[src/rtl/keypad_scan_debouncer_unit_defines.svh]
// Assertion macros for the keypad debouncer RTL.
`ifndef KEYPAD_SCAN_DEBOUNCER_UNIT_DEFINES_SVH
`define KEYPAD_SCAN_DEBOUNCER_UNIT_DEFINES_SVH

`ifndef SYNTHESIS
// same-cycle implication
`define KSD_ASSERT_IMPL(lbl, ante, cons, msg) \
  lbl: assert property (@(posedge clk_i) disable iff (!rst_ni) (ante) |-> (cons)) \
    else $error(msg);
// next-cycle implication
`define KSD_ASSERT_NEXT(lbl, ante, cons, msg) \
  lbl: assert property (@(posedge clk_i) disable iff (!rst_ni) (ante) |=> (cons)) \
    else $error(msg);
`else
`define KSD_ASSERT_IMPL(lbl, ante, cons, msg)
`define KSD_ASSERT_NEXT(lbl, ante, cons, msg)
`endif

`endif

[src/rtl/ksd_pkg.sv]
`timescale 1ns / 1ps

package ksd_pkg;

  localparam int unsigned NUM_COLUMNS_DEF = 4;
  localparam int unsigned NUM_ROWS_DEF    = 4;

  localparam logic [3:0] LIMIT_RESET = 4'd3;

  // request kinds
  localparam logic [1:0] REQ_SCAN   = 2'd0;
  localparam logic [1:0] REQ_CHECK  = 2'd1;
  localparam logic [1:0] REQ_CLRF   = 2'd2;
  localparam logic [1:0] REQ_RESET  = 2'd3;

  // key phases
  localparam logic [1:0] PH_RELEASED    = 2'd0;
  localparam logic [1:0] PH_PRESS_DEB   = 2'd1;
  localparam logic [1:0] PH_PRESSED     = 2'd2;
  localparam logic [1:0] PH_RELEASE_DEB = 2'd3;

  typedef struct packed {
    logic [1:0] phase;
    logic [3:0] count;
  } key_st_t;

  localparam int unsigned KEY_ST_W = $bits(key_st_t);

endpackage

[src/rtl/ksd_ram.sv]
`timescale 1ns / 1ps

module ksd_ram #(
  parameter int unsigned WIDTH = 8,
  parameter int unsigned DEPTH = 4,
  localparam int unsigned AW = (DEPTH > 1) ? $clog2(DEPTH) : 1
) (
  input  logic             clk_i,
  input  logic             we_i,
  input  logic [AW-1:0]    waddr_i,
  input  logic [WIDTH-1:0] wdata_i,
  input  logic             re_i,
  input  logic [AW-1:0]    raddr_i,
  output logic [WIDTH-1:0] rdata_o
);

  logic [WIDTH-1:0] mem_q [DEPTH];
  logic [WIDTH-1:0] rdata_q;

  always_ff @(posedge clk_i) begin
    if (we_i) begin
      mem_q[waddr_i] <= wdata_i;
    end
    if (re_i) begin
      rdata_q <= mem_q[raddr_i];
    end
  end

  assign rdata_o = rdata_q;

endmodule

[src/rtl/ksd_col_update.sv]
`timescale 1ns / 1ps

// Next phase/count and flag-set strobe for every key of one column.
module ksd_col_update import ksd_pkg::*; #(
  parameter int unsigned NUM_ROWS = NUM_ROWS_DEF
) (
  input  key_st_t [NUM_ROWS-1:0] cur_i,
  input  logic    [NUM_ROWS-1:0] down_i,
  input  logic    [3:0]          limit_i,
  output key_st_t [NUM_ROWS-1:0] nxt_o,
  output logic    [NUM_ROWS-1:0] set_flag_o
);

  always_comb begin
    for (int r = 0; r < NUM_ROWS; r++) begin
      logic [3:0] inc;
      logic       settle;
      inc    = (cur_i[r].count == 4'hF) ? 4'hF : cur_i[r].count + 4'd1;
      settle = (inc >= limit_i);
      nxt_o[r]      = cur_i[r];
      set_flag_o[r] = 1'b0;
      unique case (cur_i[r].phase)
        PH_RELEASED: begin
          if (down_i[r]) begin
            nxt_o[r]      = '{phase: PH_PRESS_DEB, count: 4'd0};
            set_flag_o[r] = 1'b1;
          end
        end
        PH_PRESS_DEB: begin
          if (!down_i[r]) begin
            nxt_o[r] = '{phase: PH_RELEASE_DEB, count: 4'd0};
          end else if (settle) begin
            nxt_o[r] = '{phase: PH_PRESSED, count: 4'd0};
          end else begin
            nxt_o[r].count = inc;
          end
        end
        PH_PRESSED: begin
          if (!down_i[r]) begin
            nxt_o[r] = '{phase: PH_RELEASE_DEB, count: 4'd0};
          end
        end
        PH_RELEASE_DEB: begin
          if (down_i[r]) begin
            nxt_o[r] = '{phase: PH_PRESS_DEB, count: 4'd0};
          end else if (settle) begin
            nxt_o[r] = '{phase: PH_RELEASED, count: 4'd0};
          end else begin
            nxt_o[r].count = inc;
          end
        end
      endcase
    end
  end

endmodule

[src/rtl/keypad_scan_debouncer_unit.sv]
`timescale 1ns / 1ps
// Matrix keypad debouncer, NUM_ROWS x NUM_COLUMNS keys, key index row*NUM_COLUMNS+column.
// Input channel (in_valid_i/in_ready_o): one request per transaction; req_type_i
//   selects column scan, check-and-clear of one key flag, clear all flags or
//   reset all key state. Every request yields exactly one result transaction.
// Output channel (out_valid_o/out_ready_i): key_was_pressed_o, 1 only for a check
//   that found the key's sticky flag set.
// Config channel (cfg_valid_i/cfg_ready_o): writes debounce_limit_i; always ready.
//   Write it only while no request is in flight.
// Flow: RAM read at the accepting edge, then update into the output register.
//   Throughput: one request per cycle while the output is not stalled; each
//   per-column RAM takes one read and one write per cycle, and a back-to-back
//   hit on the same column is served from a write-forward register.
// Stall: a pending result is held in the output register; the request behind it
//   waits in the execute stage and input ready drops only while both are full.
// Reset: valid bits per RAM row clear at once, so all keys read released with
//   count 0 and flag 0 from the first cycle; debounce limit returns to 3.
//   A reset-all request clears the same valid bits and leaves the limit.
module keypad_scan_debouncer_unit import ksd_pkg::*; #(
  parameter int unsigned NUM_COLUMNS = NUM_COLUMNS_DEF,
  parameter int unsigned NUM_ROWS    = NUM_ROWS_DEF
) (
  input  logic       clk_i,
  input  logic       rst_ni,
  input  logic       cfg_valid_i,
  output logic       cfg_ready_o,
  input  logic [3:0] debounce_limit_i,
  input  logic       in_valid_i,
  output logic       in_ready_o,
  input  logic [1:0] req_type_i,
  input  logic [1:0] column_i,
  input  logic [3:0] line_levels_i,
  input  logic [3:0] key_index_i,
  output logic       out_valid_o,
  input  logic       out_ready_i,
  output logic       key_was_pressed_o
);

`include "keypad_scan_debouncer_unit_defines.svh"

  localparam int unsigned CW   = (NUM_COLUMNS > 1) ? $clog2(NUM_COLUMNS) : 1;
  localparam int unsigned RW   = (NUM_ROWS > 1) ? $clog2(NUM_ROWS) : 1;
  localparam int unsigned ST_W = NUM_ROWS * KEY_ST_W;

  // config register
  logic [3:0] limit_q;
  assign cfg_ready_o = 1'b1;

  always_ff @(posedge clk_i or negedge rst_ni) begin
    if (!rst_ni) begin
      limit_q <= LIMIT_RESET;
    end else if (cfg_valid_i) begin
      limit_q <= debounce_limit_i;
    end
  end

  // ---------------- stage 0: decode, RAM read ----------------
  logic          in_fire;
  logic          col_ok;
  logic          chk_ok;
  logic [RW-1:0] chk_row;
  logic [CW-1:0] chk_col;
  logic [CW-1:0] rd_addr;
  logic          rd_en;
  logic          req_ok;

  assign in_fire = in_valid_i && in_ready_o;
  assign col_ok  = int'(column_i) < NUM_COLUMNS;

  // key index -> (row, column) by range compare per row
  always_comb begin
    chk_ok  = 1'b0;
    chk_row = '0;
    chk_col = '0;
    for (int r = 0; r < NUM_ROWS; r++) begin
      if (int'(key_index_i) >= r * NUM_COLUMNS &&
          int'(key_index_i) < (r + 1) * NUM_COLUMNS) begin
        chk_ok  = 1'b1;
        chk_row = RW'(r);
        chk_col = CW'(int'(key_index_i) - r * NUM_COLUMNS);
      end
    end
  end

  assign rd_addr = (req_type_i == REQ_SCAN) ? CW'(column_i) : chk_col;
  assign req_ok  = ((req_type_i == REQ_SCAN) && col_ok) ||
                   ((req_type_i == REQ_CHECK) && chk_ok);
  assign rd_en   = in_fire && req_ok;

  // ---------------- stage 1: execute ----------------
  logic                s1_valid_q;
  logic [1:0]          s1_req_q;
  logic                s1_ok_q;
  logic [CW-1:0]       s1_addr_q;
  logic [RW-1:0]       s1_row_q;
  logic [NUM_ROWS-1:0] s1_down_q;
  logic                exec;
  logic                out_valid_q;
  logic                out_key_q;

  assign exec       = s1_valid_q && (!out_valid_q || out_ready_i);
  assign in_ready_o = !s1_valid_q || exec;

  always_ff @(posedge clk_i or negedge rst_ni) begin
    if (!rst_ni) begin
      s1_valid_q <= 1'b0;
    end else if (in_fire) begin
      s1_valid_q <= 1'b1;
    end else if (exec) begin
      s1_valid_q <= 1'b0;
    end
  end

  // missing level bits above the field read as 0, i.e. key down
  always_ff @(posedge clk_i) begin
    if (in_fire) begin
      s1_req_q  <= req_type_i;
      s1_ok_q   <= req_ok;
      s1_addr_q <= rd_addr;
      s1_row_q  <= chk_row;
      s1_down_q <= ~NUM_ROWS'(line_levels_i);
    end
  end

  // RAMs and row valid bits
  logic [ST_W-1:0]        st_rdata;
  logic [NUM_ROWS-1:0]    fl_rdata;
  logic [NUM_COLUMNS-1:0] st_vld_q, st_vld_d;
  logic [NUM_COLUMNS-1:0] fl_vld_q, fl_vld_d;
  logic                   st_we, fl_we;
  logic [ST_W-1:0]        st_wdata;
  logic [NUM_ROWS-1:0]    fl_wdata;

  // last write per RAM, covers a read issued in the same cycle as that write
  logic                fwd_st_vld_q, fwd_fl_vld_q;
  logic [CW-1:0]       fwd_st_addr_q, fwd_fl_addr_q;
  logic [ST_W-1:0]     fwd_st_q;
  logic [NUM_ROWS-1:0] fwd_fl_q;

  ksd_ram #(.WIDTH(ST_W), .DEPTH(NUM_COLUMNS)) u_st_ram (
    .clk_i   (clk_i),
    .we_i    (st_we),
    .waddr_i (s1_addr_q),
    .wdata_i (st_wdata),
    .re_i    (rd_en),
    .raddr_i (rd_addr),
    .rdata_o (st_rdata)
  );

  ksd_ram #(.WIDTH(NUM_ROWS), .DEPTH(NUM_COLUMNS)) u_fl_ram (
    .clk_i   (clk_i),
    .we_i    (fl_we),
    .waddr_i (s1_addr_q),
    .wdata_i (fl_wdata),
    .re_i    (rd_en),
    .raddr_i (rd_addr),
    .rdata_o (fl_rdata)
  );

  key_st_t [NUM_ROWS-1:0] st_cur, st_nxt;
  logic    [NUM_ROWS-1:0] fl_cur, fl_set;
  logic                   chk_hit;

  always_comb begin
    if (fwd_st_vld_q && (fwd_st_addr_q == s1_addr_q)) begin
      st_cur = fwd_st_q;
    end else if (st_vld_q[s1_addr_q]) begin
      st_cur = st_rdata;
    end else begin
      st_cur = '0;
    end
    if (fwd_fl_vld_q && (fwd_fl_addr_q == s1_addr_q)) begin
      fl_cur = fwd_fl_q;
    end else if (fl_vld_q[s1_addr_q]) begin
      fl_cur = fl_rdata;
    end else begin
      fl_cur = '0;
    end
  end

  ksd_col_update #(.NUM_ROWS(NUM_ROWS)) u_col_update (
    .cur_i      (st_cur),
    .down_i     (s1_down_q),
    .limit_i    (limit_q),
    .nxt_o      (st_nxt),
    .set_flag_o (fl_set)
  );

  assign chk_hit = (s1_req_q == REQ_CHECK) && s1_ok_q && fl_cur[s1_row_q];

  always_comb begin
    st_we    = 1'b0;
    fl_we    = 1'b0;
    st_wdata = st_nxt;
    fl_wdata = fl_cur | fl_set;
    st_vld_d = st_vld_q;
    fl_vld_d = fl_vld_q;
    if (exec) begin
      unique case (s1_req_q)
        REQ_SCAN: begin
          if (s1_ok_q) begin
            st_we               = 1'b1;
            fl_we               = 1'b1;
            st_vld_d[s1_addr_q] = 1'b1;
            fl_vld_d[s1_addr_q] = 1'b1;
          end
        end
        REQ_CHECK: begin
          fl_wdata           = fl_cur;
          fl_wdata[s1_row_q] = 1'b0;
          if (s1_ok_q) begin
            fl_we               = 1'b1;
            fl_vld_d[s1_addr_q] = 1'b1;
          end
        end
        REQ_CLRF: begin
          fl_vld_d = '0;
        end
        REQ_RESET: begin
          st_vld_d = '0;
          fl_vld_d = '0;
        end
      endcase
    end
  end

  always_ff @(posedge clk_i or negedge rst_ni) begin
    if (!rst_ni) begin
      st_vld_q     <= '0;
      fl_vld_q     <= '0;
      fwd_st_vld_q <= 1'b0;
      fwd_fl_vld_q <= 1'b0;
    end else begin
      st_vld_q <= st_vld_d;
      fl_vld_q <= fl_vld_d;
      if (st_we) begin
        fwd_st_vld_q <= 1'b1;
      end else if (exec && (s1_req_q == REQ_RESET)) begin
        fwd_st_vld_q <= 1'b0;
      end
      if (fl_we) begin
        fwd_fl_vld_q <= 1'b1;
      end else if (exec && ((s1_req_q == REQ_RESET) || (s1_req_q == REQ_CLRF))) begin
        fwd_fl_vld_q <= 1'b0;
      end
    end
  end

  always_ff @(posedge clk_i) begin
    if (st_we) begin
      fwd_st_addr_q <= s1_addr_q;
      fwd_st_q      <= st_wdata;
    end
    if (fl_we) begin
      fwd_fl_addr_q <= s1_addr_q;
      fwd_fl_q      <= fl_wdata;
    end
  end

  // ---------------- output register ----------------
  always_ff @(posedge clk_i or negedge rst_ni) begin
    if (!rst_ni) begin
      out_valid_q <= 1'b0;
    end else if (exec) begin
      out_valid_q <= 1'b1;
    end else if (out_ready_i) begin
      out_valid_q <= 1'b0;
    end
  end

  always_ff @(posedge clk_i) begin
    if (exec) begin
      out_key_q <= chk_hit;
    end
  end

  assign out_valid_o       = out_valid_q;
  assign key_was_pressed_o = out_key_q;

  // ---------------- assertions ----------------
  `KSD_ASSERT_IMPL(a_empty_ready, !s1_valid_q, in_ready_o, "execute stage empty but not ready")
  `KSD_ASSERT_NEXT(a_stall_hold, s1_valid_q && !exec, s1_valid_q, "stalled request dropped")
  `KSD_ASSERT_NEXT(a_reset_all, exec && (s1_req_q == REQ_RESET), (st_vld_q == '0) && (fl_vld_q == '0), "reset-all left valid rows")
  `KSD_ASSERT_NEXT(a_clr_flags, exec && (s1_req_q == REQ_CLRF), fl_vld_q == '0, "clear-flags left valid rows")
  `KSD_ASSERT_IMPL(a_hit_check, exec && chk_hit, (s1_req_q == REQ_CHECK) && fl_we, "flag hit without clear write")

endmodule
[config.mk]
export PLATFORM = sky130hd
export DESIGN_NAME = keypad_scan_debouncer_unit
export DESIGN_NICKNAME = d
export VERILOG_FILES = /design/src/rtl/ksd_pkg.sv /design/src/rtl/ksd_ram.sv /design/src/rtl/ksd_col_update.sv /design/src/rtl/keypad_scan_debouncer_unit.sv
export VERILOG_INCLUDE_DIRS = /design/src /design/src/rtl
export SDC_FILE = /design/constraint.sdc
export NUM_CORES = 1
export LEC_CHECK = 0
export ABC_AREA = 1
export BUFFER_PORTS_ARGS = -buffer_cell sky130_fd_sc_hd__clkbuf_2
export CAP_MARGIN = 20
export CORE_UTILIZATION = 55
export CTS_CLUSTER_SIZE = 25
export DETAILED_ROUTE_END_ITERATION = 12
export PLACE_DENSITY = 0.84
export SLEW_MARGIN = 20
export SYNTH_ARGS = -nofsm -noshare
export SYNTH_HDL_FRONTEND = slang
export SYNTH_SLANG_ARGS = --single-unit
export TNS_END_PERCENT = 1
[constraint.sdc]
create_clock -name clk_i -period 3.93 [get_ports clk_i]
set_clock_uncertainty 0.2 [all_clocks]
set_input_delay 0.393 -clock clk_i [delete_from_list [all_inputs] [get_ports clk_i]]
set_output_delay 0.393 -clock clk_i [all_outputs]
set_load 0.1 [all_outputs]
== Yosys cells after proc, flatten, opt, wreduce, memory -nomap -nowiden ==
Memory sizes are Yosys's and may differ from the RTL's. A register that Yosys moved wholly into a read port is not among the register bits.
Index checks and enable logic that the tools add are counted.

* Add/sub/neg operators: 7
* Magnitude comparators: 14
* Equality and inequality tests: 24
* Mux-type cells: 92
* Bitwise gates (word level): 6
* Reductions and logical operators: 36

{| class="wikitable"
|+ Operators with widths
! kind !! count
|-
| 6-bit 2-to-1 mux || 16
|-
| 6-bit case mux with 4 select lines || 4
|-
| 4-bit 2-to-1 mux || 14
|-
| 24-bit 2-to-1 mux || 2
|-
| 1-bit 2-to-1 mux || 36
|-
| 2-bit 2-to-1 mux || 13
|-
| 2-bit equality test, second input constant || 10
|-
| 4-bit by 1-bit adder with 4-bit output, second input constant || 4
|-
| 4-bit equality test, second input constant || 4
|-
| 4-bit >= comparator || 4
|-
| 4-bit case mux with 2 select lines || 2
|-
| 1-bit logical AND || 14
|-
| 2-bit by 1-bit equality test with 1-bit output, second input constant || 6
|-
| 2-bit logical NOT || 6
|-
| 4-bit OR || 3
|-
| 2-bit nonzero test || 5
|-
| 4-bit >= comparator, second input constant || 2
|-
| 4-bit less-than comparator, second input constant || 2
|-
| 4-bit NOT || 2
|-
| 1-bit binary-select mux with 2-bit select || 3
|-
| 2-bit by 3-bit less-than comparator with 1-bit output, second input constant || 2
|-
| 2-bit OR reduction || 3
|-
| 2-bit by 1-bit subtractor with 2-bit output, second input constant || 3
|-
| 4-bit AND || 1
|-
| other kinds (11) || 18
|}

* Register bits after elaboration: 60
* Bits in writable memories: 112
* Output and inout bits: 4
* Memories: 2

{| class="wikitable"
|+ Memory list
! name !! words !! bits a word !! rd ports !! clocked after Yosys merged registers in !! wr ports !! RTL line !! source
|-
| u_st_ram.mem_q || 4 || 24 || 1 || 1 || 1 || ksd_ram.sv:17 || <nowiki>logic [WIDTH-1:0] mem_q [DEPTH];</nowiki>
|-
| u_fl_ram.mem_q || 4 || 4 || 1 || 1 || 1 || ksd_ram.sv:17 ||
|}

== Depth between registers and ports, before layout ==
Gate-level depths: netlist of the first run.

* Word-level depth: 10
* Depth in mapped cells: 24

== Hierarchy ==
A second synthesis of the first run with hierarchy kept.

* Cells, all modules: 1,029
* Area total of the unflattened synthesis: 9,905.8 µm²

{| class="wikitable"
|+ By module, submodules not included
! module !! instances !! cells each !! area an instance (µm²)
|-
| ksd_ram at u_st_ram || 1 || 408 || 4,778.3
|-
| keypad_scan_debouncer_unit || 1 || 269 || 2,850.2
|-
| ksd_col_update || 1 || 278 || 1,448.9
|-
| ksd_ram at u_fl_ram || 1 || 74 || 828.3
|}

== Worst setup path before layout of the first run ==
Ideal clock, no wire load.

* Path kind: register to register
* From: register out_valid_q (netlist: out_valid_o)
* To: memory u_st_ram.mem_q[0][0] (netlist name) (enable)
* Library setup time: 406 ps
* Data arrival time: 3,891 ps
* Required time: 3,324 ps
* Path slack: -567 ps
* Cell stages (with the launch flop): 8
* Path buffers: 0
* Clock period less this slack: 4,497 ps
* Path through: dfrtp_1 nand2_1 nand2_1 inv_1 nand3_1 nor2_1 inv_1 nor2_1

* Word-level cells in the longest chain between the ends: 6

{| class="wikitable"
|+ RTL lines
! item !! RTL line !! source
|-
| start: declaration || keypad_scan_debouncer_unit.sv:98 || <nowiki>logic out_valid_q;</nowiki>
|-
| start signal: assignment || keypad_scan_debouncer_unit.sv:263 || <nowiki>out_valid_q <= 1'b0;</nowiki>
|-
| start signal: assignment || keypad_scan_debouncer_unit.sv:265 || <nowiki>out_valid_q <= 1'b1;</nowiki>
|-
| start signal: assignment || keypad_scan_debouncer_unit.sv:267 || <nowiki>out_valid_q <= 1'b0;</nowiki>
|-
| 1-bit logical NOT || keypad_scan_debouncer_unit.sv:101 || <nowiki>assign exec = s1_valid_q && (!out_valid_q || out_ready_i);</nowiki>
|-
| 1-bit logical OR || keypad_scan_debouncer_unit.sv:101 ||
|-
| 1-bit logical AND || keypad_scan_debouncer_unit.sv:101 ||
|-
| via exec || keypad_scan_debouncer_unit.sv:97 || <nowiki>logic exec;</nowiki>
|-
| 1-bit 2-to-1 mux || keypad_scan_debouncer_unit.sv:198 || <nowiki>if (exec) begin</nowiki>
|-
| via st_we || keypad_scan_debouncer_unit.sv:130 || <nowiki>logic st_we, fl_we;</nowiki>
|-
| 1-bit 2-to-1 mux || ksd_ram.sv:21 || <nowiki>if (we_i) begin</nowiki>
|-
| 1-bit 2-to-1 mux (not written as such) || ksd_ram.sv:22 || <nowiki>mem_q[waddr_i] <= wdata_i;</nowiki>
|-
| end: declaration || ksd_ram.sv:17 ||
|}

The timed path passes the listed nets, and every way through them passes these cells.

==> results of run 1 <==
power by group:
| group | leakage [nW] | switching, mW | total, mW | internal, mW |
|---|---|---|---|---|
| clock network | 0.271 | 0.783 | 1.68 | 0.896 |
| logic | 1.82 | 0.616 | 0.872 | 0.257 |
| registers | 1.91 | 0.0465 | 2.53 | 2.48 |
timing repair:
action,in CTS,in global routing
gates resized for setup,0,4
hold buffers,12,0
setup endpoints to repair,0,100
hold endpoints to repair,25,0
setup buffers,0,5
stage by stage:
stage | setup TNS, ns | instances | power (mW)
floorplan | -8.10 | 847 | 3.18
global placement | 0 | 1074 | 3.37
detailed placement | 0 | 1074 | 3.41
CTS | 0 | 1118 | 5.07
global route | 0 | 1123 | 5.26
finish | 0 | 1123 | 5.08
synth_stat cells:
library cell  number
buf_6              5
nand2_2           13
buf_2              1
nor2_2            10
xnor2_2            1
buf_12             1
o211ai_2           2
a211oi_1           1
o21bai_1           1
a21oi_2            1
a21oi_1            6
nor2_1           116
nor3b_2            1
inv_1             71
nand3_1           76
and2_4             2
and2_1             2
o21ai_2            3
or2_1              2
o21a_1             1
conb_1             1
o211ai_1           3
ha_1              19
nand4_1            5
a31oi_1            1
o21ai_4            4
nand3_2            4
nand2_1          153
dfrtp_1           14
edfxtp_1         184
nor2_4             3
mux2_2             1
buf_4              3
o21ai_0           71
o21ai_1            4
nand3b_1           3
xnor2_1            2
inv_2              6
o22ai_1           29
dfstp_2            2
clkbuf_1          19
cells by family (layout without fill, tap and decap cells):
kind of cell    Yosys count  in the layout  share of synthesized area (%)
other cells               1              1                         0.0409
simple gates            390            390                           18.7
flops                   200            200                           64.7
buf+inv                 106            166                           5.07
xor+xnor                  3              3                          0.369
mux                       1              1                          0.123
fa+ha+maj                19             19                           2.60
compound gates          127            127                           8.33
path summary, 6_finish.rpt:
path                       cells after the start    startpoint          end
max                                           19  s1_addr_q[0]  fwd_st_q[1]
min                                            4   out_ready_i  out_valid_o
max reg2reg                                   19  s1_addr_q[0]  fwd_st_q[1]
min reg2reg                                    2    s1_valid_q  out_valid_o
max in group asynchronous                      2        rst_ni   limit_q[0]
min in group asynchronous                      2        rst_ni  out_valid_o
registers in the layout (all words and copies together) (netlist names), 4 cells and up:
signal,cells
limit_q,4
fl_vld_q,4
s1_down_q,4
u_fl_ram.mem_q,16
u_st_ram.rdata_o,24
u_fl_ram.rdata_o,4
u_st_ram.mem_q,96
fwd_st_q,24
st_vld_q,4
fwd_fl_q,4
final cells by class:
type                       count  area, µm²
timing repair buffer          57        400
clock buffer                  19        443
inverter                      77        292
clock inverter                13        120
fill                        1164       5810
sequential                   200       5930
multi-input combinational    541       2800
tap                          216        270
routing by layer:
metal | GRT usage (%) | wire length, µm | up-vias
li1 | - | - | 3019
met3 | 4.40 | 1420 | 58
met2 | 42.3 | 9970 | 265
met1 | 31.6 | 8060 | 3052
met4 | 14.7 | 736 | 0
met5 | 0 | 0 | -
worst max-delay path: cells and delay by family (launching register included):
| family | cells | cell delay (ns) |
|---|---|---|
| AND/OR/NAND/NOR | 10 | 1.35 |
| flip-flops | 1 | 0.52 |
| adder cells (fa/ha/maj) | 2 | 0.51 |
| AO/OA/AOI/OAI | 3 | 0.45 |
| buffers and inverters | 3 | 0.35 |
| XOR/XNOR | 1 | 0.21 |
==> impl_metrics.ini, run 1 <==
[outcome]
status = complete, no violations

[route]
wl_per_cell_um = 18.0
drc = 0
finalWirelength_um = 20200
drt_iter0_markers = 889
antenna_left = 0
viasPerCell = 5.69
firstDrtPassIters = 5
vias = 6394

[worst_hold_path]
hold_path.class = in -> reg

[floorplanning]
die_area_um2 = 17200
fp.dieH_um = 131
core-area_um2 = 16100
rows = 46
io_pins = 25
die_w_um = 131
start_util_pct = 57.0

[finish]
fin_util_pct = 63.8
fin_nets = 934
diodes = 0
layout_commonest_cell = edfxtp_1
drive_gt1_share_pct = 15.2
fin_area_um2 = 10300
synthToLayoutAreaGrowth_pct = 11.9
final_cell_mix = 184 x edfxtp_1, 152 x nand2_1, 110 x nor2_1, 76 x nand3_1, 71 x inv_1

[setup_path]
cp.arrival_ns = 3.82
critPathKind = reg -> reg
reg2reg_slack_ns = 0.19
cpMostUsedCell = nand2_1
cp_slowest_cell = edfxtp_1
startpoint_type = flop
slowest_delay_ns = 0.52
critPathMaxFanout = 12
worst_setup_path_end_kind = flop
crit_path_cell_trace = xnor2_2, nand2_2, buf_4, nand3_1, nand2_1, ha_1, nand3_1, nand2_1, inv_1, ha_1, inv_1, a21oi_1, o21ai_0, nand2_1, a21oi_1, nand2_1, nor2_2, nand2_1, nand3_1
worstPathRequired_ns = 4.01

[pwr]
power_density_nw_per_um2 = 496
cellLeakagePower_nw = 4.01
peakVddDrop_mv = 0.366

[clocking]
cts_max_path_buffers = 2
clk_latency_ns = 0.45
clk_pin_slew_worst_paths_ns = 0.07
cts.sinks = 200
cts_root_buf = clkbuf_16
h-tree-depth = 4
cts_buffers = 17
cts_tree = yes

[sta]
hold_viol = 0
finalSetupViolations = 0
finalMaxSlewViolations = 0
max_slew_margin_pct = 27.1
finalCritPeriodShare_pct = 95.3
finalWorstSetupSlack_ns = 0.186
holdWs_ns = 0.00929
fmax_mhz = 267
min_period_ns = 3.74
rsz0062_at_grt = no
tightest_slew_ns = 1.09

[global_routing]
grt_max_degree = 58
antenna_found_initial = 0
grt_pass1_wl_um = 31400
gr-total-overflow = 0
grt_usage_pct = 25.4
grt_pass1_vias = 6168

[place]
port_buffers = 23
hpwl_um = 12100
dpl_cell_area_um2 = 9520
place.gp.congestion = 0.896
preCtsSetupSlack_ns = 0.142

[job]
drv_cap = 0

[logic_synthesis]
yosysWarnings = 0
yosysTopAreaCell = edfxtp_1
synthesis.instances = 847
synth_cell_types = 41
ys_seq_area_share_pct = 64.7
synth-seq-cells = 200
syn_avg_cell_area_um2 = 10.8
synth_top_area_share_pct = 60.3
synth_nets = 887
synthTopCellsByArea = edfxtp_1 60%, nand2_1 6.3%, nor2_1 4.8%
synth_area_um2 = 9160
Note: power is estimated with default switching activity, not from simulation.
==> inputs of run 2 (changes only) <==
--- a/config.mk
+++ b/config.mk
@@ -9,10 +9,11 @@
 export ABC_AREA = 1
 export BUFFER_PORTS_ARGS = -buffer_cell sky130_fd_sc_hd__clkbuf_2
 export CAP_MARGIN = 20
+export CORE_MARGIN = 4
 export CORE_UTILIZATION = 55
 export CTS_CLUSTER_SIZE = 25
 export DETAILED_ROUTE_END_ITERATION = 12
-export PLACE_DENSITY = 0.84
+export PLACE_DENSITY = 0.74
 export SLEW_MARGIN = 20
 export SYNTH_ARGS = -nofsm -noshare
 export SYNTH_HDL_FRONTEND = slang
==> impl_metrics.ini, run 2 (synthesis results as in run 1) <==
[floorplanning]
die_area_um2 = 18800
core-area_um2 = 16100
fp.dieH_um = 137
die_w_um = 137
io_pins = 25
rows = 46
start_util_pct = 56.8

[clocking]
clk_pin_slew_worst_paths_ns = 0.07
cts_root_buf = clkbuf_16
cts_buffers = 17
cts_max_path_buffers = 2
cts.sinks = 200
clk_latency_ns = 0.43
cts_tree = yes
h-tree-depth = 4

[finish]
n_fill_cell = 1303
final_cell_mix = 184 x edfxtp_1, 151 x nand2_1, 110 x nor2_1, 75 x nand3_1, 71 x inv_1
fin_area_um2 = 10200
fin_util_pct = 63.3
largest_register = u_st_ram.mem_q
largest_register_ffs = 96
fin_nets = 928
layout_commonest_cell = edfxtp_1
drive_gt1_share_pct = 14.4
synthToLayoutAreaGrowth_pct = 11.4
diodes = 0

[worst_hold_path]
holdCritStartpoint = line_levels_i[1]
hold_path.class = in -> reg

[pwr]
power_density_nw_per_um2 = 490
fin_total_pwr_mw = 5.00
cellLeakagePower_nw = 3.97
peakVddDrop_mv = 0.354

[route]
firstDrtPassIters = 5
wl_per_cell_um = 17.9
antenna_left = 0
drc = 0
drt_iter0_markers = 567
finalWirelength_um = 20000
viasPerCell = 5.63
vias = 6280

[setup_path]
cpMostUsedCell = nand2_1
worst_setup_path_end_kind = flop
cp-startpoint = s1_addr_q[0]
crit_path_cell_trace = inv_2, nand2_1, nand2_1, nand2_1, nand2_8, nand3_1, nand2_1, ha_1, nand3_1, nand2_1, inv_1, nand2_1, and2_1, ha_1, nand2_1, o21bai_1, o211ai_1, inv_1, nand2_1, a31oi_1
reg2reg_from = s1_addr_q[0]
slowest_delay_ns = 0.52
worstPathRequired_ns = 3.91
critPathKind = reg -> reg
cp.arrival_ns = 3.62
critPathMaxFanout = 20
cp_slowest_cell = edfxtp_1
startpoint_type = flop

[place]
dpl_cell_area_um2 = 9510
hpwl_um = 12100
port_buffers = 23
place.gp.congestion = 0.948

[sta]
finalSetupViolations = 0
min_period_ns = 3.63
fmax_mhz = 275
tightest_slew_ns = 1.06
finalCritPeriodShare_pct = 92.4
finalMaxSlewViolations = 0
hold_viol = 0
rsz0062_at_grt = no
max_slew_margin_pct = 29.3

[job]
drv_cap = 0

[global_routing]
grt_max_degree = 58
antenna_found_initial = 0
grt_pass1_wl_um = 31500
grt_pass1_vias = 6000
grt_usage_pct = 22.5
gr-total-overflow = 0

[outcome]
status = complete, no violations
[run 2: final cells by class]
type	count	area, µm²	share of cell area [%]
inverter	77	294	2.88
clock inverter	11	100	0.981
multi-input combinational	541	2820	27.6
clock buffer	20	437	4.28
tap	216	270	2.65
sequential	200	5930	58.1
timing repair buffer	51	357	3.49
[run 2: critical path, delay by kind of cell, from the launching register on]
family                   cells  cell delay [ns]
buffers and inverters        3             0.25
flip-flops                   1             0.52
AO/OA/AOI/OAI                3             0.68
adder cells (fa/ha/maj)      2             0.54
AND/OR/NAND/NOR             12             1.20
[run 2: per-stage QoR]
| stage | std cells | setup WS (ns) | hold slack (ns) | setup TNS (ns) |
|---|---|---|---|---|
| global route | 1116 | 0.00150 | 0.0205 | 0 |
| detailed placement | 1072 | 0.0929 | 0.170 | 0 |
| global placement | 1072 | 0.247 | 0.167 | 0 |
| finish | 1116 | 0.300 | 0.0116 | 0 |
| floorplan | 847 | -0.0844 | -0.103 | -8.10 |
| CTS | 1114 | 0.0701 | 0.00116 | 0 |
[run 2: final timing paths]
path	to	cells past startpoint	slack [ns]
worst max-delay path	fwd_st_q[17]	20	0.30
max in group asynchronous	limit_q[0]	2	2.91
worst max register to register	fwd_st_q[17]	20	0.30
min in group asynchronous	out_valid_o	2	0.26
worst min-delay path	s1_down_q[1]	2	0.01
worst min register to register	fwd_fl_vld_q	2	0.30
[run 2: routing by layer]
| metal | share of wire [%] | global-route usage [%] | wire (µm) | vias up |
|---|---|---|---|---|
| li1 | - | - | - | 3016 |
| met1 | 43 | 29.6 | 8590 | 3053 |
| met2 | 50 | 37.9 | 9960 | 180 |
| met3 | 5.1 | 3.64 | 1020 | 31 |
| met4 | 2.0 | 8.37 | 403 | 0 |
| met5 | 0 | 0 | 0 | - |
[run 2: power by group]
group	internal [mW]	switching (mW)	leakage, nW
clock network	0.869	0.745	0.252
registers	2.48	0.0419	1.91
logic	0.253	0.610	1.81
[run 2: repair_timing]
item | CTS | global route
gates resized for setup | 0 | 10
setup buffers | 0 | 2
setup endpoints to repair | 0 | 105
endpoints found under the hold margin | 23 | 0
hold buffers | 11 | 0
